==> src/rtl/ppu_pkg.sv <==
`default_nettype none

package ppu_pkg;

    localparam int PALETTE_ENTRIES_DEF = 16;
    localparam int COLOR_W = 6;
    localparam int INDEX_W = 4;
    localparam int LEVEL_W = 8;

    localparam logic FUNC_PALETTE = 1'b0;
    localparam logic FUNC_VIDEO   = 1'b1;

    localparam logic [1:0] RES_TWO  = 2'd0;
    localparam logic [1:0] RES_FOUR = 2'd1;

    typedef enum logic [1:0] {
        CFG_MONITOR_IS_RGB   = 2'd0,
        CFG_COLOR_RESOLUTION = 2'd1,
        CFG_ROW_WIDTH_CODE   = 2'd2
    } t_cfg_index;

    localparam logic [COLOR_W-1:0] COMPOSITE_MAP [64] = '{
        6'd0,  6'd21, 6'd2,  6'd20, 6'd49, 6'd6,  6'd35, 6'd36,
        6'd33, 6'd27, 6'd14, 6'd9,  6'd1,  6'd10, 6'd3,  6'd28,
        6'd7,  6'd17, 6'd18, 6'd22, 6'd48, 6'd34, 6'd34, 6'd32,
        6'd37, 6'd40, 6'd42, 6'd13, 6'd8,  6'd11, 6'd24, 6'd45,
        6'd56, 6'd19, 6'd16, 6'd50, 6'd54, 6'd52, 6'd38, 6'd36,
        6'd46, 6'd45, 6'd41, 6'd15, 6'd9,  6'd25, 6'd27, 6'd30,
        6'd63, 6'd58, 6'd58, 6'd51, 6'd55, 6'd53, 6'd39, 6'd60,
        6'd47, 6'd61, 6'd43, 6'd57, 6'd29, 6'd31, 6'd59, 6'd63
    };

    // two-bit level times 0x55 is the pair repeated four times
    function automatic logic [LEVEL_W-1:0] level(input logic hi, input logic lo);
        level = {4{hi, lo}};
    endfunction

    typedef struct packed {
        logic                valid;
        logic [INDEX_W-1:0]  idx;
        logic                hit;
        logic                last;
    } t_pix_req;

endpackage

`default_nettype wire

==> src/rtl/ppu_ram.sv <==
`default_nettype none

module ppu_ram #(
    parameter int WIDTH = 6,
    parameter int DEPTH = 16
) (
    input  wire logic                     i_clk,
    input  wire logic                     i_we,
    input  wire logic [$clog2(DEPTH)-1:0] i_waddr,
    input  wire logic [WIDTH-1:0]         i_wdata,
    input  wire logic                     i_re,
    input  wire logic [$clog2(DEPTH)-1:0] i_raddr,
    output logic      [WIDTH-1:0]         o_rdata
);

    logic [WIDTH-1:0] r_mem [DEPTH];
    logic [WIDTH-1:0] r_rdata;

    // read-first: a read and a write in the same cycle see the old entry
    always_ff @(posedge i_clk) begin
        if (i_we) begin
            r_mem[i_waddr] <= i_wdata;
        end
        if (i_re) begin
            r_rdata <= r_mem[i_raddr];
        end
    end

    assign o_rdata = r_rdata;

endmodule

`default_nettype wire

==> src/rtl/palette_pixel_unpacker_core.sv <==
`default_nettype none

// Graphics pixel unpacker with a palette.
// Input stream (s_axis): tuser selects a palette write or a video byte. A palette
// write stores tdata[9:4] in slot tdata[3:0] and gives no output. A video byte
// (tdata[11:4]) is split MSB first into 8, 4 or 2 palette indices and each index
// is repeated over the row's screen pixels; one output transfer per pixel.
// Output stream (m_axis): red, green, blue and the palette index, tlast on the
// final pixel of a byte.
// Config channel: index 0 monitor_is_rgb, 1 color_resolution, 2 row_width_code;
// always ready; the user must write it only while the block is idle (unchecked).
// Pixels of a byte pass the sequencer, the read stage and the output register.
// Throughput: one pixel per cycle while m_axis does not stall, from a sequencer
// that reads the palette RAM once per pixel; a byte gives 4 to 32 pixels. The
// next item is taken in the cycle the last pixel read of the current byte issues.
// Reset clears config, busy, stage and palette valid bits (entries read as zero).
// A stalled m_axis holds the output register and then the read stage and the
// sequencer; s_axis_tready drops until the sequencer frees up.

module palette_pixel_unpacker_core
    import ppu_pkg::*;
#(
    parameter int PALETTE_ENTRIES = PALETTE_ENTRIES_DEF
) (
    input  wire logic        i_clk,
    input  wire logic        i_rst_n,
    input  wire logic        s_axis_tvalid,
    output logic             s_axis_tready,
    input  wire logic [15:0] s_axis_tdata,  // palette_slot[3:0], data[11:4], zero
    input  wire logic        s_axis_tuser,  // func
    output logic             m_axis_tvalid,
    input  wire logic        m_axis_tready,
    output logic      [31:0] m_axis_tdata,  // red[7:0], green[15:8], blue[23:16],
                                            // pixel_index[27:24], zero
    output logic             m_axis_tlast,
    input  wire logic        i_cfg_valid,
    output logic             o_cfg_ready,
    input  wire logic [1:0]  i_cfg_index,
    input  wire logic [1:0]  i_cfg_data
);

    localparam int AW = $clog2(PALETTE_ENTRIES);

    logic       r_rgb;
    logic [1:0] r_res;
    logic [1:0] r_rwc;

    logic [INDEX_W-1:0] in_slot;
    logic [7:0]         in_data;
    logic               in_acc;
    logic               wr_acc;
    logic               byte_acc;
    logic               wr_in_range;

    logic               r_busy;
    logic [1:0]         r_mode;
    logic [7:0]         r_sh;
    logic [2:0]         r_k;
    logic [2:0]         r_k_last;
    logic [3:0]         r_r;
    logic [3:0]         r_rep_last;
    logic               n_busy;
    logic [1:0]         n_mode;
    logic [7:0]         n_sh;
    logic [2:0]         n_k;
    logic [2:0]         n_k_last;
    logic [3:0]         n_r;
    logic [3:0]         n_rep_last;

    logic [2:0]         plog;
    logic [2:0]         rep_sum;
    logic [2:0]         rep_log;

    logic [INDEX_W-1:0] seq_idx;
    logic               seq_issue;
    logic               seq_last;
    logic               seq_in_range;

    logic [PALETTE_ENTRIES-1:0] r_valid;
    logic [COLOR_W-1:0]         ram_rdata;

    t_pix_req r_b;
    logic     b_ready;
    logic     c_ready;

    logic [COLOR_W-1:0] stored;
    logic [COLOR_W-1:0] shown;
    logic               r_c_valid;
    logic [31:0]        r_c_data;
    logic               r_c_last;

    assign in_slot  = s_axis_tdata[3:0];
    assign in_data  = s_axis_tdata[11:4];
    assign in_acc   = s_axis_tvalid && s_axis_tready;
    assign wr_acc   = in_acc && (s_axis_tuser == FUNC_PALETTE);
    assign byte_acc = in_acc && (s_axis_tuser == FUNC_VIDEO);
    assign wr_in_range = {1'b0, in_slot} < (INDEX_W + 1)'(PALETTE_ENTRIES);

    // config registers
    assign o_cfg_ready = 1'b1;

    always_ff @(posedge i_clk) begin
        if (!i_rst_n) begin
            r_rgb <= 1'b0;
            r_res <= 2'd0;
            r_rwc <= 2'd0;
        end else if (i_cfg_valid) begin
            unique case (i_cfg_index)
                CFG_MONITOR_IS_RGB:   r_rgb <= i_cfg_data[0];
                CFG_COLOR_RESOLUTION: r_res <= i_cfg_data;
                CFG_ROW_WIDTH_CODE:   r_rwc <= i_cfg_data;
                default: ;
            endcase
        end
    end

    // pixel sequencer
    always_comb begin
        case (r_mode)
            RES_TWO:  seq_idx = {3'd0, r_sh[7]};
            RES_FOUR: seq_idx = {2'd0, r_sh[7:6]};
            default:  seq_idx = r_sh[7:4];
        endcase
    end

    assign b_ready   = !r_b.valid || c_ready;
    assign seq_issue = r_busy && b_ready;
    assign seq_last  = (r_k == r_k_last) && (r_r == r_rep_last);
    assign seq_in_range = {1'b0, seq_idx} < (INDEX_W + 1)'(PALETTE_ENTRIES);

    assign s_axis_tready = !r_busy || (seq_issue && seq_last);

    always_comb begin
        case (r_res)
            RES_TWO:  plog = 3'd3;
            RES_FOUR: plog = 3'd2;
            default:  plog = 3'd1;
        endcase
        rep_sum = plog + {1'b0, r_rwc};
        rep_log = (rep_sum >= 3'd5) ? 3'd0 : 3'd5 - rep_sum;
    end

    always_comb begin
        n_busy     = r_busy;
        n_mode     = r_mode;
        n_sh       = r_sh;
        n_k        = r_k;
        n_k_last   = r_k_last;
        n_r        = r_r;
        n_rep_last = r_rep_last;
        if (seq_issue) begin
            if (seq_last) begin
                n_busy = 1'b0;
            end else if (r_r == r_rep_last) begin
                n_r = 4'd0;
                n_k = r_k + 3'd1;
                case (r_mode)
                    RES_TWO:  n_sh = {r_sh[6:0], 1'b0};
                    RES_FOUR: n_sh = {r_sh[5:0], 2'b0};
                    default:  n_sh = {r_sh[3:0], 4'b0};
                endcase
            end else begin
                n_r = r_r + 4'd1;
            end
        end
        if (byte_acc) begin
            n_busy     = 1'b1;
            n_mode     = r_res;
            n_sh       = in_data;
            n_k        = 3'd0;
            n_r        = 4'd0;
            n_k_last   = 3'((4'd1 << plog) - 4'd1);
            n_rep_last = 4'((5'd1 << rep_log) - 5'd1);
        end
    end

    always_ff @(posedge i_clk) begin
        if (!i_rst_n) begin
            r_busy <= 1'b0;
        end else begin
            r_busy <= n_busy;
        end
        r_mode     <= n_mode;
        r_sh       <= n_sh;
        r_k        <= n_k;
        r_k_last   <= n_k_last;
        r_r        <= n_r;
        r_rep_last <= n_rep_last;
    end

    // palette store: a write and a read of the same cycle return the old color
    always_ff @(posedge i_clk) begin
        if (!i_rst_n) begin
            r_valid <= '0;
        end else if (wr_acc && wr_in_range) begin
            r_valid[in_slot[AW-1:0]] <= 1'b1;
        end
    end

    ppu_ram #(
        .WIDTH (COLOR_W),
        .DEPTH (PALETTE_ENTRIES)
    ) u_palette (
        .i_clk   (i_clk),
        .i_we    (wr_acc && wr_in_range),
        .i_waddr (in_slot[AW-1:0]),
        .i_wdata (in_data[COLOR_W-1:0]),
        .i_re    (seq_issue),
        .i_raddr (seq_idx[AW-1:0]),
        .o_rdata (ram_rdata)
    );

    // read stage
    always_ff @(posedge i_clk) begin
        if (!i_rst_n) begin
            r_b.valid <= 1'b0;
        end else if (b_ready) begin
            r_b.valid <= seq_issue;
        end
        if (seq_issue) begin
            r_b.idx  <= seq_idx;
            r_b.hit  <= seq_in_range && r_valid[seq_idx[AW-1:0]];
            r_b.last <= seq_last;
        end
    end

    // output register
    assign c_ready = !r_c_valid || m_axis_tready;
    assign stored  = r_b.hit ? ram_rdata : '0;
    assign shown   = r_rgb ? stored : COMPOSITE_MAP[stored];

    always_ff @(posedge i_clk) begin
        if (!i_rst_n) begin
            r_c_valid <= 1'b0;
        end else if (c_ready) begin
            r_c_valid <= r_b.valid;
        end
        if (c_ready && r_b.valid) begin
            r_c_data <= {4'd0, r_b.idx, level(shown[3], shown[0]),
                         level(shown[4], shown[1]), level(shown[5], shown[2])};
            r_c_last <= r_b.last;
        end
    end

    assign m_axis_tvalid = r_c_valid;
    assign m_axis_tdata  = r_c_data;
    assign m_axis_tlast  = r_c_last;

    a_b_hold: assert property (@(posedge i_clk) disable iff (!i_rst_n)
        r_b.valid && !b_ready |=> r_b.valid && $stable(r_b.idx) && $stable(r_b.last))
        else $error("read stage lost a pixel under stall");

    a_seq_bounds: assert property (@(posedge i_clk) disable iff (!i_rst_n)
        r_busy |-> (r_k <= r_k_last) && (r_r <= r_rep_last))
        else $error("sequencer counter out of range");

    a_seq_done: assert property (@(posedge i_clk) disable iff (!i_rst_n)
        seq_issue && seq_last && !byte_acc |=> !r_busy)
        else $error("sequencer stayed busy after the last pixel");

    a_byte_start: assert property (@(posedge i_clk) disable iff (!i_rst_n)
        byte_acc |=> r_busy && (r_k == 3'd0) && (r_r == 4'd0))
        else $error("video byte not loaded into the sequencer");

    a_no_write_busy: assert property (@(posedge i_clk) disable iff (!i_rst_n)
        wr_acc |-> !r_busy || seq_last)
        else $error("palette write taken while earlier reads remain");

endmodule

`default_nettype wire
==> config.mk <==
export PLATFORM = sky130hd
export DESIGN_NAME = palette_pixel_unpacker_core
export DESIGN_NICKNAME = d
export VERILOG_FILES = /design/src/rtl/ppu_pkg.sv /design/src/rtl/ppu_ram.sv /design/src/rtl/palette_pixel_unpacker_core.sv
export SDC_FILE = /design/constraint.sdc
export NUM_CORES = 1
export LEC_CHECK = 0
export ABC_AREA = 1
export BUFFER_PORTS_ARGS = -buffer_cell sky130_fd_sc_hd__buf_2
export CAP_MARGIN = 10
export CORE_MARGIN = 5
export CORE_UTILIZATION = 55
export CTS_CLUSTER_DIAMETER = 120
export DETAILED_ROUTE_END_ITERATION = 8
export PLACE_DENSITY_LB_ADDON = 0.1
export SLEW_MARGIN = 10
export SYNTH_ARGS = -nofsm -noshare
export SYNTH_HDL_FRONTEND = slang
export SYNTH_SLANG_ARGS = --single-unit
export TNS_END_PERCENT = 5
==> constraint.sdc <==
create_clock -name i_clk -period 2.5 [get_ports i_clk]
set_input_delay 0.25 -clock i_clk [delete_from_list [all_inputs] [get_ports i_clk]]
set_output_delay 0.25 -clock i_clk [all_outputs]
set_load 0.01 [all_outputs]
# Word level (Yosys, flattened, before mapping)
# Memories as Yosys holds them, arrays and structs flattened. A register that Yosys moved wholly into a read port is not among the register bits.
# Cells that the tools add are included.
[word_totals]
ff_bits = 83
latchBits = 0
ram_bits = 96
mem_bits_ro = 384
input_bits = 26
output_inout_bits = 36
elab_cells = 93
memories = 2
[classes]
add_sub_neg = 6
n_mul = 0
div = 0
magnitude_cmp = 5
n_eq_ne = 7
shifts = 2
mux = 22
bitwise_logic = 4
reduce_logical = 27
[memory_table]
columns = ["memory", "depth", "width", "read_ports", "rd_clocked_by_memory_dff", "wr", "line", "text"]
rows = [
  ["(name not given)", 64, 6, 1, 0, 0, "palette_pixel_unpacker_core.sv:230", "assign shown = r_rgb ? stored : COMPOSITE_MAP[stored];"],
  ["u_palette.r_mem", 16, 6, 1, 1, 1, "ppu_ram.sv:16", "logic [WIDTH-1:0] r_mem [DEPTH];"],
]
[op_table]
columns = ["operator", "n"]
rows = [
  ["8-bit 2-to-1 mux", 4],
  ["6-bit 2-to-1 mux", 4],
  ["16-bit bitwise OR", 1],
  ["8-bit case mux with 2 select lines", 1],
  ["4-bit by 5-bit less-than comparator with 1-bit output, second input constant", 2],
  ["2-bit AND reduction", 5],
  ["1-bit logical AND", 8],
  ["4-bit case mux with 2 select lines", 1],
  ["7-bit greater-or-equal comparator, second input constant", 1],
  ["1-bit 2-to-1 mux", 7],
  ["6-bit inverter with 7-bit output", 1],
  ["2-bit by 1-bit equality test with 1-bit output, second input constant", 3],
  ["2-bit logical NOT", 3],
  ["3-bit AND reduction", 2],
  ["2-bit nonzero test", 3],
  ["4-bit by 1-bit adder with 4-bit output, second input constant", 1],
  ["1-bit binary-select mux with 4-bit select", 1],
  ["1-bit demux with 4-bit select", 1],
  ["4-bit equality test", 1],
  ["4-bit by 1-bit greater-or-equal comparator with 1-bit output, second input constant", 1],
  ["4-bit 2-to-1 mux", 1],
  ["2-bit case mux with 2 select lines", 1],
  ["1-bit by 3-bit << shifter with 4-bit output, first input constant", 1],
  ["4-bit by 1-bit subtractor with 4-bit output, second input constant", 1],
  ["other kinds (13)", 18],
]

# Longest topological paths before layout
[logic_depth]
ltp_word = 10
mapped_depth = 14

# Cells and area by module
# Synthesis repeated with hierarchy kept, for this count alone.
[hier_totals]
hier_cells = 937
area_unflattened_um2 = 8349.3
[modules_own_cells]
columns = ["mod", "instances", "cells_each", "area_each_um2"]
rows = [
  ["ppu_ram", 1, 420, 4388.0],
  ["palette_pixel_unpacker_core", 1, 517, 3961.3],
]

# Least setup slack after synthesis
# Ideal clock, no wire load.
[synth_path]
path_kind = "register to register"
start = "register r_res[1]"
end = "register r_rep_last[2] (data pin)"
setup_time_ns = 0.262
t_arrival_ns = 1.998
slack_ns = 0.241
path_stages_with_launch = 11
path_buffers = 0
synth_period_minus_slack_ns = 2.259
cell_sequence = "dfxtp_1 inv_1 nand2_1 ha_1 inv_1 fa_1 ha_1 nor3_1 nand2_1 ha_1 xnor2_1"
[synth_via]
elab_chain_len = 7
elab_cells_between_ends = 9
cone_classes = "add/sub (3); order compare (1); eq/ne (1); shift (1); mux (2); reduce/logical (1)"
[synth_rtl]
columns = ["item", "line", "text"]
rows = [
  ["from (decl)", "palette_pixel_unpacker_core.sv:45", "logic [1:0] r_res;"],
  ["from (signal assigned)", "palette_pixel_unpacker_core.sv:110", "CFG_COLOR_RESOLUTION: r_res <= i_cfg_data;"],
  ["2-bit by 1-bit equality test with 1-bit output / 2-bit logical NOT (equally long branches)", "palette_pixel_unpacker_core.sv:134", "case (r_res)"],
  ["2-bit case mux with 2 select lines *", "palette_pixel_unpacker_core.sv:134", ""],
  ["3-bit by 2-bit adder with 3-bit output *", "palette_pixel_unpacker_core.sv:139", "rep_sum = plog + {1'b0, r_rwc};"],
  ["3-bit subtractor / 3-bit greater-or-equal comparator (equally long branches)", "palette_pixel_unpacker_core.sv:140", "rep_log = (rep_sum >= 3'd5) ? 3'd0 : 3'd5 - rep_sum;"],
  ["3-bit 2-to-1 mux *", "palette_pixel_unpacker_core.sv:140", ""],
  ["1-bit by 3-bit << shifter with 4-bit output *", "palette_pixel_unpacker_core.sv:173", "n_rep_last = 4'((5'd1 << rep_log) - 5'd1);"],
  ["4-bit by 1-bit subtractor with 4-bit output *", "palette_pixel_unpacker_core.sv:173", ""],
  ["to (signal assigned)", "palette_pixel_unpacker_core.sv:188", "r_rep_last <= n_rep_last;"],
  ["to (decl)", "palette_pixel_unpacker_core.sv:61", "logic [3:0] r_rep_last;"],
]
# Every way passes the cells marked *; elsewhere a longest branch is shown, timed or not.
# A chain may end at the register's enable or synchronous reset.

# Final worst setup path
[layout_path]
start = "register r_res[1]"
end = "register r_rep_last[1] (data pin)"
# Same word-level chain as after synthesis.

==> summary.md <==
| Metric | Value |
|---|---|
| Power Density | `roughly 700 nW/µm²` |
| Period minus WS final | `about 2500 ps` |
| Synth cell count leaders | `nand2_1, edfxtp_1, inv_1` |
| VDD IR max | `slightly below 0.5 mV` |
| Die width | `between 100 and 150 µm` |
| All-layer global routing usage | `between 20% and 30%` |
| Post-synth top area share | `50.7%` |
| Grt total ovfl | `0` |
| Sequential-to-total area share from yosys stat | `58.4%` |
| Area grow syn2layout | `11.6%` |
| Max Freq | `a little over 400 MHz` |
| Vias post-DR | `5795` |
| Die Area | `about 17000 µm²` |
| Core area | `approximately 14000 µm²` |
| Pins Over Slew Limit | `0` |
| IO Port Bufs | `52` |
| Placer Congestion | `between 0.8 and 0.9` |
| DP HPWL | `11800 µm` |
| Worst-margin pin slew | `about 600 ps` |
| Startpoint types | `flip-flop` |
| Top cell by count, worst path | `ha_4` |
| Die Y | `between 100 and 150 µm` |
| Clock-pin slew on the worst setup and hold paths | `approximately 70 ps` |
| Synth area leader | `edfxtp_1` |
| Via/cell ratio | `between 5 and 6` |
| Area of the multi-input gates | `between 2000 and 3000 µm²` |
| Top FF cell, synth | `edfxtp_1` |
| Max-slew headroom | `about three fifths` |
| Fin util | `62.3%` |
| Layout cells sized above 1 | `14.2%` |
| Sequential share of power | `between 40% and 50%` |
| DR DRC count | `0` |
| Post-DRT Antenna Nets | `0` |
| Final setup violation count | `0` |
| Pin count of the biggest net entering global routing | `55` |
| Data required, critical path | `2690 ps` |
| Highest-delay cell along the critical path | `fa_2` |
| Root buffer cell | `clkbuf_16` |
| ANT cells | `0` |
| Outcome | `completed` |
| WL/cell | `about 16 µm` |
| Worst path buffer plus inverter count | `4` |
| First-pass GRT wire length | `approximately 27000 µm` |
| Fillers | `about 1.2k` |
| CTS tree | `done` |
| Slowest stage delay, CP | `between 500 and 600 ps` |
| Max_cap viols | `0` |
| Logic pwr share | `11.4%` |
| Maximum clock path buffer count | `2` |
| Top cells by area, synth | `edfxtp_1, dfxtp_1, nand2_1` |
| Overall routed net length | `between 15000 and 20000 µm` |
| Sequential Area | `between 4000 and 5000 µm²` |
| Switching pwr | `around 1.6 mW` |
| Flops & latches, synth | `167` |
| Synth unique cells | `38` |
| Hold_buf cts | `0` |
| Int Pwr | `between 4 and 5 mW` |
| Asr flop ratio synth | `0%` |
| CTS H-tree lvls | `4` |
| Nets | `around 910` |
| Yosys warnings | `0` |
| Fin Hold WS | `about 99 ps` |
| Pleak | `about 3.7 nW` |
| Initial DRC Count | `approximately 730` |
| CTS buffer count | `17` |
| DRT Pass-1 Iters | `5` |
| CP Cell Sequence | `inv_4, nand2_4, ha_4, inv_2, fa_2, ha_4, nor2_4, buf_4, nor3_2, nand2_1, ha_2, inv_1` |
| Clk sink count | `between 150 and 200` |
| Clk pwr share | `a little under 40%` |
| Row count | `44` |
| Crit path DAT | `roughly 2700 ps` |
| Crit Path Max Fanout | `4` |
| Syn Inst Count | `approximately 840` |
| Ports | `62` |
| Initial Utilization | `a little under three fifths` |
| Count leader, synth | `nand2_1` |
| Post-synth EDFFs | `about 140` |
| Final Skew | `slightly below 10 ps` |
| Hold Fails Final Rpt | `0` |
| Initial antenna violation count | `0` |
| Net Sw Frac | `around 25%` |
| Syn_area_per_cell | `9.65 µm²` |
| Worst path top cell family by delay | `adder cells` |
| CP Capture Type | `flip-flop` |
| RSZ-0062 raised after global routing | `true` |
| Vias in the first global route | `5478` |
| CP Class | `flip-flop to flip-flop` |
| Mapped Area | `a little over 8000 µm²` |
| Clock Latency Late Sink | `about 430 ps` |
| Type of the tightest min-delay check | `input port to flip-flop` |
| Final period utilization | `about 100%` |
-- placed cells by master, fill, tap and decap left out, types with 3 or more instances in the layout --
master	n
nand4_1	17
clkbuf_16	17
a21oi_1	33
o2111ai_1	3
dfxtp_1	29
clkinvlp_4	3
o21ai_0	51
nand2_1	148
inv_1	119
nand3_1	73
inv_2	6
nor2_1	70
conb_1	6
xnor2_1	7
o211ai_1	38
clkinv_1	6
nor3_1	3
buf_2	52
inv_6	3
buf_4	15
edfxtp_1	136
clkinv_4	3
ha_1	10
-- tightest hold or removal path: cells and delay by family --
family	cells	cell delay (ps)
compound gates	1	50
buf+inv	2	120
simple gates	1	50
-- path summary, 6_finish.rpt --
kind                         startpoint                         end  slack (ps)  depth (start not counted)
setup / recovery  r_res[1]$_SDFFE_PN0P_     r_rep_last[1]$_DFFE_PP_          10                         12
hold / removal            m_axis_tready  m_axis_tvalid$_SDFFE_PN0P_         100                          4
setup reg to reg  r_res[1]$_SDFFE_PN0P_     r_rep_last[1]$_DFFE_PP_          10                         12
hold reg to reg        r_b[2]$_DFFE_PP_  m_axis_tdata[24]$_DFFE_PP_         420                          0
-- through the flow --
step | setup WS [ps] | instance area (µm²) | instances | TNS [ps] | total power [mW]
final | 13.5 | 8990 | 1069 | 0 | 6.44
after global routing | -78.8 | 8990 | 1069 | -199 | 6.70
after CTS | 12.4 | 8890 | 1064 | 0 | 6.45
after detailed placement | -41.9 | 8310 | 1032 | -76.5 | 3.90
after global placement | 111 | 8310 | 1032 | 0 | 3.88
after floorplan | 241 | 8070 | 839 | 0 | 3.71
-- sequential cells by signal, indices dropped and copies added, names as in the netlist, 2 cells and up --
| signal | flops |
|---|---|
| m_axis_tdata | 10 |
| r_b | 7 |
| r_k | 3 |
| r_k_last | 3 |
| r_mode | 2 |
| r_r | 4 |
| r_rep_last | 4 |
| r_res | 2 |
| r_rwc | 2 |
| r_sh | 8 |
| r_valid | 16 |
| u_palette.o_rdata | 6 |
| u_palette.r_mem | 96 |
-- kinds of logic (layout without fill, tap and decap cells) --
group | count (synthesis) | in the layout | share of synthesized area, %
compound gates | 134 | 134 | 9.97
xor+xnor | 9 | 9 | 0.979
fa+ha+maj | 14 | 14 | 2.27
buf+inv | 185 | 231 | 10.7
flops | 167 | 167 | 58.4
other cells | 2 | 6 | 0.0932
simple gates | 324 | 324 | 17.6
-- what timing repair did --
item                                    in CTS  in global routing
pin swaps                                    0                  9
endpoints found under the setup margin       3                  3
cloned                                       0                  0
setup buffers                                0                  5
gates resized for setup                      2                 16
-- metal layers --
metal	GRT usage [%]	vias to the layer above	wire length [µm]
li1	-	2875	-
met1	28.4	2693	7610
met2	33.4	200	8090
met3	4.43	27	1170
met4	7.20	0	303
met5	0	-	0
-- layout make-up --
class / count / area share, %
well taps: 184 / 2.56
clock buffers: 17 / 4.73
inverters: 130 / 5.46
multi-input cells: 487 / 28.5
flip-flops and latches: 167 / 52.4
repair buffers: 69 / 4.59
clock inverters: 15 / 1.70
-- power by group through the flow --
stage | Clock (mW) | Combinational (mW) | Sequential [mW]
2_1_floorplan | 0 | 0.518 | 3.19
3_3_place_gp | 0 | 0.678 | 3.20
3_5_place_dp | 0 | 0.695 | 3.20
4_1_cts | 2.60 | 0.699 | 3.14
5_1_grt | 2.72 | 0.825 | 3.15
6_report | 2.56 | 0.733 | 3.14
Note: power is estimated with default switching activity, not from simulation.
